## src/sv/pcmfo_pkg.sv

```systemverilog
// pcmfo_pkg: shared types and constants for the pcm linear fade-out block
// no dependencies; used by pcmfo_lane, pcmfo_merge and pcm_linear_fade_out
package pcmfo_pkg;

  localparam int SAMPLE_W = 16;                      // sample width
  localparam int COUNT_W  = 32;                      // body and fade register width
  localparam int POS_W    = 34;                      // frame position width
  localparam int PROD_W   = SAMPLE_W + COUNT_W;      // |sample| * remaining
  localparam int QUO_W    = SAMPLE_W;                // quotient bits per division
  localparam int STEP_CW  = $clog2(QUO_W);           // division step counter width
  localparam int CFG_IDX_W = 2;

  localparam logic [CFG_IDX_W-1:0] CFG_LENGTH_ENABLED = 2'd0;
  localparam logic [CFG_IDX_W-1:0] CFG_BODY_FRAMES    = 2'd1;
  localparam logic [CFG_IDX_W-1:0] CFG_FADE_FRAMES    = 2'd2;

  typedef struct packed {
    logic signed [SAMPLE_W-1:0] left_in;
    logic signed [SAMPLE_W-1:0] right_in;
  } pcmfo_in_t;

  typedef struct packed {
    logic signed [SAMPLE_W-1:0] left_out;
    logic signed [SAMPLE_W-1:0] right_out;
    logic                       fading;
    logic                       finished;
  } pcmfo_out_t;

  // result of one lane: quotient magnitude and sign of the sample
  typedef struct packed {
    logic             neg;
    logic [QUO_W-1:0] quo;
  } lane_res_t;

  // frame region found by the position classifier
  typedef struct packed {
    logic fading;
    logic finished;
  } region_t;

endpackage

```

## src/sv/pcmfo_lane.sv

```systemverilog
// pcmfo_lane: one channel's scaling core, multiply then restoring division
// depends on pcmfo_pkg
module pcmfo_lane
  import pcmfo_pkg::*;
(
  input  logic                       clk,
  input  logic                       rst_n,
  input  logic                       start,
  input  logic signed [SAMPLE_W-1:0] sample,
  input  logic [COUNT_W-1:0]         remaining,
  input  logic [COUNT_W-1:0]         divisor,
  output logic                       done,
  output lane_res_t                  res
);

  typedef enum logic [1:0] {L_IDLE, L_MUL, L_DIV} lstate_t;

  lstate_t                    state_r, state_nxt;
  logic signed [SAMPLE_W-1:0] smp_r, smp_nxt;
  logic [COUNT_W-1:0]         rem_in_r, rem_in_nxt;
  logic [COUNT_W-1:0]         div_r, div_nxt;
  logic [COUNT_W-1:0]         part_r, part_nxt;
  logic [SAMPLE_W-1:0]        low_r, low_nxt;
  logic [QUO_W-1:0]           quo_r, quo_nxt;
  logic                       neg_r, neg_nxt;
  logic [STEP_CW-1:0]         cnt_r, cnt_nxt;
  logic                       done_r, done_nxt;

  logic [SAMPLE_W-1:0] mag;
  logic [PROD_W-1:0]   prod;
  logic [COUNT_W+1:0]  trial;
  logic                fits;

  assign mag   = smp_r[SAMPLE_W-1] ? SAMPLE_W'(-smp_r) : SAMPLE_W'(smp_r);
  assign prod  = PROD_W'(mag) * PROD_W'(rem_in_r);
  assign trial = {1'b0, part_r, low_r[SAMPLE_W-1]} - {2'b0, div_r};
  assign fits  = !trial[COUNT_W+1];

  always_comb begin
    state_nxt  = state_r;
    smp_nxt    = smp_r;
    rem_in_nxt = rem_in_r;
    div_nxt    = div_r;
    part_nxt   = part_r;
    low_nxt    = low_r;
    quo_nxt    = quo_r;
    neg_nxt    = neg_r;
    cnt_nxt    = cnt_r;
    done_nxt   = 1'b0;
    unique case (state_r)
      L_IDLE: begin
        if (start) begin
          smp_nxt    = sample;
          rem_in_nxt = remaining;
          div_nxt    = divisor;
          state_nxt  = L_MUL;
        end
      end
      L_MUL: begin
        // high part is below the divisor since the quotient fits QUO_W bits
        part_nxt  = prod[PROD_W-1:SAMPLE_W];
        low_nxt   = prod[SAMPLE_W-1:0];
        neg_nxt   = smp_r[SAMPLE_W-1];
        quo_nxt   = '0;
        cnt_nxt   = '0;
        state_nxt = L_DIV;
      end
      L_DIV: begin
        part_nxt = fits ? trial[COUNT_W-1:0] : {part_r[COUNT_W-2:0], low_r[SAMPLE_W-1]};
        low_nxt  = {low_r[SAMPLE_W-2:0], 1'b0};
        quo_nxt  = {quo_r[QUO_W-2:0], fits};
        cnt_nxt  = cnt_r + 1'b1;
        if (cnt_r == STEP_CW'(QUO_W - 1)) begin
          done_nxt  = 1'b1;
          state_nxt = L_IDLE;
        end
      end
      default: state_nxt = L_IDLE;
    endcase
  end

  always_ff @(posedge clk) begin
    if (!rst_n) begin
      state_r <= L_IDLE;
      done_r  <= 1'b0;
    end else begin
      state_r <= state_nxt;
      done_r  <= done_nxt;
    end
    smp_r    <= smp_nxt;
    rem_in_r <= rem_in_nxt;
    div_r    <= div_nxt;
    part_r   <= part_nxt;
    low_r    <= low_nxt;
    quo_r    <= quo_nxt;
    neg_r    <= neg_nxt;
    cnt_r    <= cnt_nxt;
  end

  assign done    = done_r;
  assign res.neg = neg_r;
  assign res.quo = quo_r;

endmodule

```

## src/sv/pcmfo_merge.sv

```systemverilog
// pcmfo_merge: combines both lane results with the frame region into one frame
// depends on pcmfo_pkg
module pcmfo_merge
  import pcmfo_pkg::*;
(
  input  region_t    region,
  input  pcmfo_in_t  pass,
  input  lane_res_t  lres,
  input  lane_res_t  rres,
  output pcmfo_out_t result
);

  function automatic logic signed [SAMPLE_W-1:0] restore(input lane_res_t r);
    logic signed [SAMPLE_W:0] v;
    v = r.neg ? -$signed({1'b0, r.quo}) : $signed({1'b0, r.quo});
    if (v > $signed((SAMPLE_W+1)'(2**(SAMPLE_W-1) - 1)))
      restore = {1'b0, {(SAMPLE_W-1){1'b1}}};
    else if (v < -$signed((SAMPLE_W+1)'(2**(SAMPLE_W-1))))
      restore = {1'b1, {(SAMPLE_W-1){1'b0}}};
    else
      restore = v[SAMPLE_W-1:0];
  endfunction

  always_comb begin
    result.fading   = region.fading;
    result.finished = region.finished;
    if (region.fading) begin
      result.left_out  = restore(lres);
      result.right_out = restore(rres);
    end else if (region.finished) begin
      result.left_out  = '0;
      result.right_out = '0;
    end else begin
      result.left_out  = pass.left_in;
      result.right_out = pass.right_in;
    end
  end

endmodule

```

## src/sv/pcm_linear_fade_out.sv

```systemverilog
// pcm_linear_fade_out: top level of the stereo linear fade-out envelope
// depends on pcmfo_pkg, pcmfo_lane and pcmfo_merge
//
// One stereo frame per request. A saturating 34-bit frame position decides the
// treatment: frames before body_frames pass, the next fade_frames frames are
// scaled by remaining/fade_frames (truncated toward zero), later frames are
// silent with finished set; length_enabled clear passes everything. The
// position compare happens in the accepting cycle. Each frame then passes
// from acceptance to the output register through a region compare, the
// multiply and 16 restoring division steps in the two channel lanes, which
// run side by side, a check that the lanes have finished and a merge that
// waits while the output register is full and stalled. A new frame is taken
// as soon as the previous one sits in the output register, even if it has
// not been taken yet. Configuration writes are always ready and must only
// be made while no frame is in flight.
module pcm_linear_fade_out
  import pcmfo_pkg::*;
(
  input  logic                 clk,
  input  logic                 rst_n,
  // input frames
  input  logic                 in_valid,
  output logic                 in_stall,
  input  pcmfo_in_t            in_data,
  // result frames
  output logic                 out_valid,
  input  logic                 out_stall,
  output pcmfo_out_t           out_data,
  // configuration writes
  input  logic                 cfg_valid,
  output logic                 cfg_ready,
  input  logic [CFG_IDX_W-1:0] cfg_index,
  input  logic [COUNT_W-1:0]   cfg_data
);

  typedef enum logic [1:0] {T_IDLE, T_CLASS, T_RUN, T_PUSH} tstate_t;

  // configuration registers
  logic               len_en_r;
  logic [COUNT_W-1:0] body_r;
  logic [COUNT_W-1:0] fade_r;

  // control state and registered outputs
  tstate_t            state_r, state_nxt;
  logic               out_valid_r, out_valid_nxt;
  pcmfo_out_t         out_data_r, out_data_nxt;
  logic [POS_W-1:0]   pos_r, pos_nxt;

  // frame under work
  pcmfo_in_t          smp_r, smp_nxt;
  logic [POS_W-1:0]   into_r, into_nxt;
  logic               past_body_r, past_body_nxt;
  logic               en_r, en_nxt;
  region_t            region_r, region_nxt;

  logic               accept;
  logic [POS_W:0]     body_diff;
  logic [POS_W:0]     fade_diff;
  logic               in_fade;
  logic               lane_start;
  logic               l_done, r_done;
  lane_res_t          lres, rres;
  pcmfo_out_t         merged;

  assign cfg_ready = 1'b1;

  always_ff @(posedge clk) begin
    if (!rst_n) begin
      len_en_r <= 1'b0;
      body_r   <= '0;
      fade_r   <= '0;
    end else if (cfg_valid && cfg_ready) begin
      unique case (cfg_index)
        CFG_LENGTH_ENABLED: len_en_r <= cfg_data[0];
        CFG_BODY_FRAMES:    body_r   <= cfg_data;
        CFG_FADE_FRAMES:    fade_r   <= cfg_data;
        default: ;  // unknown index, write dropped
      endcase
    end
  end

  assign accept   = in_valid && !in_stall;
  assign in_stall = (state_r != T_IDLE);

  // position minus body, borrow bit says position is still in the body
  assign body_diff = {1'b0, pos_r} - {3'b0, body_r};
  // fade minus frames into the fade, positive means still fading
  assign fade_diff = {3'b0, fade_r} - {1'b0, into_r};
  assign in_fade   = !fade_diff[POS_W] && (fade_diff != '0);

  assign lane_start = (state_r == T_CLASS);

  always_comb begin
    state_nxt     = state_r;
    out_valid_nxt = out_valid_r;
    out_data_nxt  = out_data_r;
    pos_nxt       = pos_r;
    smp_nxt       = smp_r;
    into_nxt      = into_r;
    past_body_nxt = past_body_r;
    en_nxt        = en_r;
    region_nxt    = region_r;

    // output register drains independently of the core
    if (out_valid_r && !out_stall)
      out_valid_nxt = 1'b0;

    unique case (state_r)
      T_IDLE: begin
        if (accept) begin
          smp_nxt       = in_data;
          into_nxt      = body_diff[POS_W-1:0];
          past_body_nxt = !body_diff[POS_W];
          en_nxt        = len_en_r;
          pos_nxt       = (&pos_r) ? pos_r : pos_r + 1'b1;  // saturating count
          state_nxt     = T_CLASS;
        end
      end
      T_CLASS: begin
        region_nxt.fading   = en_r && past_body_r && in_fade;
        region_nxt.finished = en_r && past_body_r && !in_fade;
        state_nxt           = T_RUN;
      end
      T_RUN: begin
        if (l_done)
          state_nxt = T_PUSH;
      end
      T_PUSH: begin
        if (!out_valid_r || !out_stall) begin
          out_valid_nxt = 1'b1;
          out_data_nxt  = merged;
          state_nxt     = T_IDLE;
        end
      end
      default: state_nxt = T_IDLE;
    endcase
  end

  always_ff @(posedge clk) begin
    if (!rst_n) begin
      state_r     <= T_IDLE;
      out_valid_r <= 1'b0;
      pos_r       <= '0;
    end else begin
      state_r     <= state_nxt;
      out_valid_r <= out_valid_nxt;
      pos_r       <= pos_nxt;
    end
    out_data_r  <= out_data_nxt;
    smp_r       <= smp_nxt;
    into_r      <= into_nxt;
    past_body_r <= past_body_nxt;
    en_r        <= en_nxt;
    region_r    <= region_nxt;
  end

  // the lanes take remaining straight from the region compare
  pcmfo_lane u_lane_left (
    .clk       (clk),
    .rst_n     (rst_n),
    .start     (lane_start),
    .sample    (smp_r.left_in),
    .remaining (fade_diff[COUNT_W-1:0]),
    .divisor   (fade_r),
    .done      (l_done),
    .res       (lres)
  );

  pcmfo_lane u_lane_right (
    .clk       (clk),
    .rst_n     (rst_n),
    .start     (lane_start),
    .sample    (smp_r.right_in),
    .remaining (fade_diff[COUNT_W-1:0]),
    .divisor   (fade_r),
    .done      (r_done),
    .res       (rres)
  );

  pcmfo_merge u_merge (
    .region (region_r),
    .pass   (smp_r),
    .lres   (lres),
    .rres   (rres),
    .result (merged)
  );

  assign out_valid = out_valid_r;
  assign out_data  = out_data_r;

`ifndef SYNTHESIS
  // both lanes run in lock step
  a_lanes_lockstep: assert property (@(posedge clk) disable iff (!rst_n)
    l_done == r_done)
    else $error("lane done pulses out of step");

  // an accepted request moves the core to classification
  a_accept_class: assert property (@(posedge clk) disable iff (!rst_n)
    accept |=> (state_r == T_CLASS))
    else $error("accepted request not classified");

  // a frame is never both fading and finished
  a_region_excl: assert property (@(posedge clk) disable iff (!rst_n)
    out_valid |-> !(out_data.fading && out_data.finished))
    else $error("fading and finished both set");

  // frame position moves only on acceptance
  a_pos_hold: assert property (@(posedge clk) disable iff (!rst_n)
    !accept |=> $stable(pos_r))
    else $error("frame position changed without a request");
`endif

endmodule
```

## config.mk

```make
export PLATFORM = sky130hd
export DESIGN_NAME = pcm_linear_fade_out
export DESIGN_NICKNAME = d
export VERILOG_FILES = /design/src/sv/pcmfo_pkg.sv /design/src/sv/pcmfo_lane.sv /design/src/sv/pcmfo_merge.sv /design/src/sv/pcm_linear_fade_out.sv
export SDC_FILE = /design/constraint.sdc
export NUM_CORES = 2
export LEC_CHECK = 0
export BUFFER_PORTS_ARGS = -buffer_cell sky130_fd_sc_hd__clkbuf_2
export CAP_MARGIN = 20
export CORE_ASPECT_RATIO = 0.7
export CORE_UTILIZATION = 40
export DETAILED_ROUTE_END_ITERATION = 8
export PLACE_DENSITY = 0.64
export SLEW_MARGIN = 20
export SYNTH_ARGS = -nofsm -noshare
export SYNTH_HDL_FRONTEND = slang
export SYNTH_SLANG_ARGS = --single-unit
```

## constraint.sdc

```tcl
create_clock -name clk -period 10.5 [get_ports clk]
set_input_delay 2.1 -clock clk [delete_from_list [all_inputs] [get_ports clk]]
set_output_delay 2.1 -clock clk [all_outputs]
set_load 0.05 [all_outputs]
```

==> implementation parameters <==
Parameter                              Value

Run status
  Status ... finished clean

Synth
  Mean area per synthesized cell ... just over 9 µm²
  Cells taking the most area after synthesis ... fa_1, edfxtp_1, ha_1
  Area share of the leading cell type in the synthesized netlist ... 0.285
  Dominant cell type by area after synthesis ... fa_1
  Number of synthesized flops with an enable pin ... 402
  Synth cell count leaders ... inv_1, nand2_1, fa_1, edfxtp_1, and2_1
  Library cells used by synthesis ... slightly above 80
  Fraction of the yosys area taken by sequential cells ... 0.241
  Synthesized instance count ... about 6.4k
  Synthesized netlist net count ... around 7.7k
  Flops & latches, synth ... between 500 and 600
  Post-synth design cell area ... 58,900 µm²
  Post-synth top flop ... edfxtp_1
  Share of synthesized flip-flops with an asynchronous set or reset ... 0
  Cell with the most instances after synthesis ... inv_1
  Yosys Warn Count ... 0

CTS
  CTS HTree Levels ... 2
  Sink Count ... between 500 and 600
  Root Driver ... clkbuf_16
  Count of buffers added by post-CTS timing repair for setup ... 0
  Clock buffers created by TritonCTS ... 47
  Clk buf depth ... 3
  Cts repair resizes ... 0
  CTS tree ... built
  Clock-pin slew reported for the worst setup and hold paths after clock tree synthesis ... 0.07 ns
  Hold-fix buffers, CTS ... 0
  Latest clock arrival within the worst-skew pair ... 0.67 ns

Critical path
  Arrival time of the worst setup path ... 10.04 ns
  Worst flop-to-flop path startpoint ... u_lane_left.smp_r[6]
  Most prevalent standard cell on the critical path ... fa_1
  Required time of the critical path ... 10.88 ns
  Launch point of the critical path ... u_lane_left.smp_r[6]
  Capture instance of the worst register-to-register path ... u_lane_left.part_r[29]
  R2R Setup Slk ... ~0.84 ns
  Highest net fanout along the worst path ... 27
  Worst R2R Path Depth ... 28
  Setup crit start kind ... flop
  Worst Setup EP ... u_lane_left.part_r[29]
  Critical Path Slowest Stage Cell ... o41ai_1
  Largest stage delay, worst path ... ~0.65 ns
  Path type of the worst setup path ... reg2reg
  Endpoint class of the critical path ... flop

GRT
  Maximum number of pins on one net before global-route repair ... 84
  Global routing usage summed across all routing layers ... 0.220
  Number of global-route vias before repair ... 43.8k
  Sum of overflow across all layers after global routing ... 0
  Wire length of the first global-routing pass ... between 200 and 300 mm
  Number of antenna violations at the first check in global routing ... 4

STA
  Minimum clock period after layout ... between 9 and 10 ns
  # setup viols final ... 0
  Final clock skew ... 0.0686 ns
  Slew of the pin with the lowest slew margin ... around 1.2 ns
  Final Cycle Share ... 0.920
  Final-report max-slew violation count ... 0
  Total negative slack for setup checks ... 0 ns
  Endpoints failing hold ... 0
  Worst-case headroom to the max-slew limit ... 0.195
  Highest clock frequency the design can meet ... ~100 MHz
  RSZ-0062 raised after global routing ... false

Placed design
  Half-perimeter wire length of the detailed placement result ... 123 mm
  Final Wtd Congestion ... 0.951
  Count of buffers inserted at the top-level ports ... around 110

Floorplanning
  I/O pin cnt ... around 110
  Starting density of the core ... 0.404
  Site row count ... 117
  Die span in y ... roughly 320 µm
  Core box area ... roughly 150,000 µm²
  Die area ... around 150,000 µm²
  Horiz. Die Dim ... ~460 µm

Drt
  Via count ... roughly 44k
  Post-route ant nets ... 0
  Via density ... roughly 5.3
  Routed WL ... 160 mm
  Number of detailed-routing iterations run before antenna repair ... 5
  DRC viols ... 0
  Wirelength per Cell ... approximately 19 µm
  DR iter-0 viols ... ~3.7k

Hold path
  Class of the most critical hold timing path ... reg2reg
  Depth of the worst hold-timing path ... 0

Finish
  Synth-to-Final Area Change ... 7.60%
  Layout Nets ... 7,632
  Share of cells above drive strength 1 ... 0.0515

Flow run
  Number of violations of the max-capacitance limit ... 0
==> per-stage QoR <==
| stage | std cells | setup slack (ns) | instance area [µm²] | utilization | hold WS, ns |
|---|---|---|---|---|---|
| final | 8336 | 0.840 | 63400 | 0.435 | 0.450 |
| after global routing | 8336 | 0.216 | 63400 | 0.435 | 0.461 |
| after floorplan | 6379 | 2.38 | 58900 | - | 0.408 |
| after detailed placement | 8246 | 0.882 | 61800 | 0.424 | 0.427 |
| after global placement | 8244 | 1.03 | 61800 | 0.424 | 0.443 |
| after CTS | 8333 | 0.891 | 63400 | 0.435 | 0.448 |
==> kinds of logic (layout without fill, tap and decap cells) <==
group,Yosys count,count (layout),synth area share
adder cells (fa/ha/maj),1227,1227,0.367
XOR/XNOR,261,261,0.0388
other,1,2,0.0000636
buffers and inverters,1454,1447,0.0929
AO/OA/AOI/OAI,927,927,0.0978
multiplexers,42,42,0.00760
flip-flops,509,509,0.241
AND/OR/NAND/NOR,1958,1958,0.154
==> layout by cell type (no fill, tap or decap), types with 11 or more instances in the layout <==
cell type | Yosys | layout
nor2_1 | 225 | 223
o21bai_1 | 26 | 26
xnor2_2 | 0 | 18
o21ai_1 | 11 | 12
and2_1 | 391 | 388
edfxtp_1 | 402 | 402
clkbuf_2 | 1 | 106
nand4_1 | 30 | 30
or3_1 | 29 | 29
nand2b_1 | 40 | 40
o21ai_0 | 209 | 206
nor3_1 | 47 | 47
xor2_1 | 122 | 120
buf_4 | 1 | 64
nor2b_1 | 32 | 32
nand3_1 | 56 | 56
and4_1 | 11 | 11
clkbuf_1 | 249 | 11
o211ai_1 | 35 | 35
inv_1 | 1185 | 1184
ha_1 | 387 | 383
o31ai_1 | 26 | 26
o21a_1 | 34 | 33
and3_1 | 27 | 27
fa_1 | 840 | 840
mux2i_1 | 20 | 20
a21oi_1 | 320 | 320
clkbuf_16 | 0 | 47
a31oi_1 | 25 | 25
nand2_1 | 1023 | 1023
a21o_1 | 88 | 88
mux2_2 | 22 | 22
a211oi_1 | 37 | 37
or4_1 | 11 | 11
xnor2_1 | 139 | 115
dfxtp_1 | 107 | 107
==> routing by layer <==
layer / wire (µm) / global-route usage / vias up
li1: - / - / 20100
met4: 2580 / 0.0352 / 4
met5: 34 / 0 / -
met1: 76300 / 0.338 / 21900
met2: 63400 / 0.304 / 1749
met3: 17800 / 0.0637 / 201
==> final cells by class <==
| class | count | area (µm²) |
|---|---|---|
| fillers | 14100 | 82400 |
| multi-input cells | 4416 | 39700 |
| flip-flops and latches | 509 | 14200 |
| inverters | 1186 | 4450 |
| well taps | 1963 | 2460 |
| clock buffers | 59 | 1230 |
| repair buffers | 174 | 1070 |
| clock inverters | 28 | 327 |
| diodes | 1 | 2.50 |
==> worst min-delay path by stage <==
stage / endpoint / start / slack, ns
after floorplan: en_r / len_en_r / 0.41
after CTS: en_r / len_en_r / 0.45
after detailed placement: en_r / len_en_r / 0.43
final: en_r / len_en_r / 0.45
after global placement: en_r / len_en_r / 0.44
after global routing: en_r / len_en_r / 0.46
==> critical path: cells and delay by family (launching register included) <==
| family | cells | cell delay [ns] |
|---|---|---|
| adders and majority gates | 7 | 3.26 |
| AOI/OAI and AO/OA | 8 | 2.82 |
| and+or+nand+nor | 8 | 2.01 |
| buffers and inverters | 3 | 0.47 |
| DFF | 1 | 0.45 |
| xor gates and xnor gates | 2 | 0.37 |
==> registers in the layout, indices dropped and copies added, names as in the netlist, 32 cells and up <==
register / cells
into_r: 34
out_data: 34
pos_r: 34
body_r: 32
fade_r: 32
smp_r: 32
u_lane_left.div_r: 32
u_lane_left.part_r: 32
u_lane_left.rem_in_r: 32
u_lane_right.div_r: 32
u_lane_right.part_r: 32
u_lane_right.rem_in_r: 32
Power is left out: the tool's default activity adds up to more than one toggle a clock period on the data nets, which glitch-free logic cannot reach.
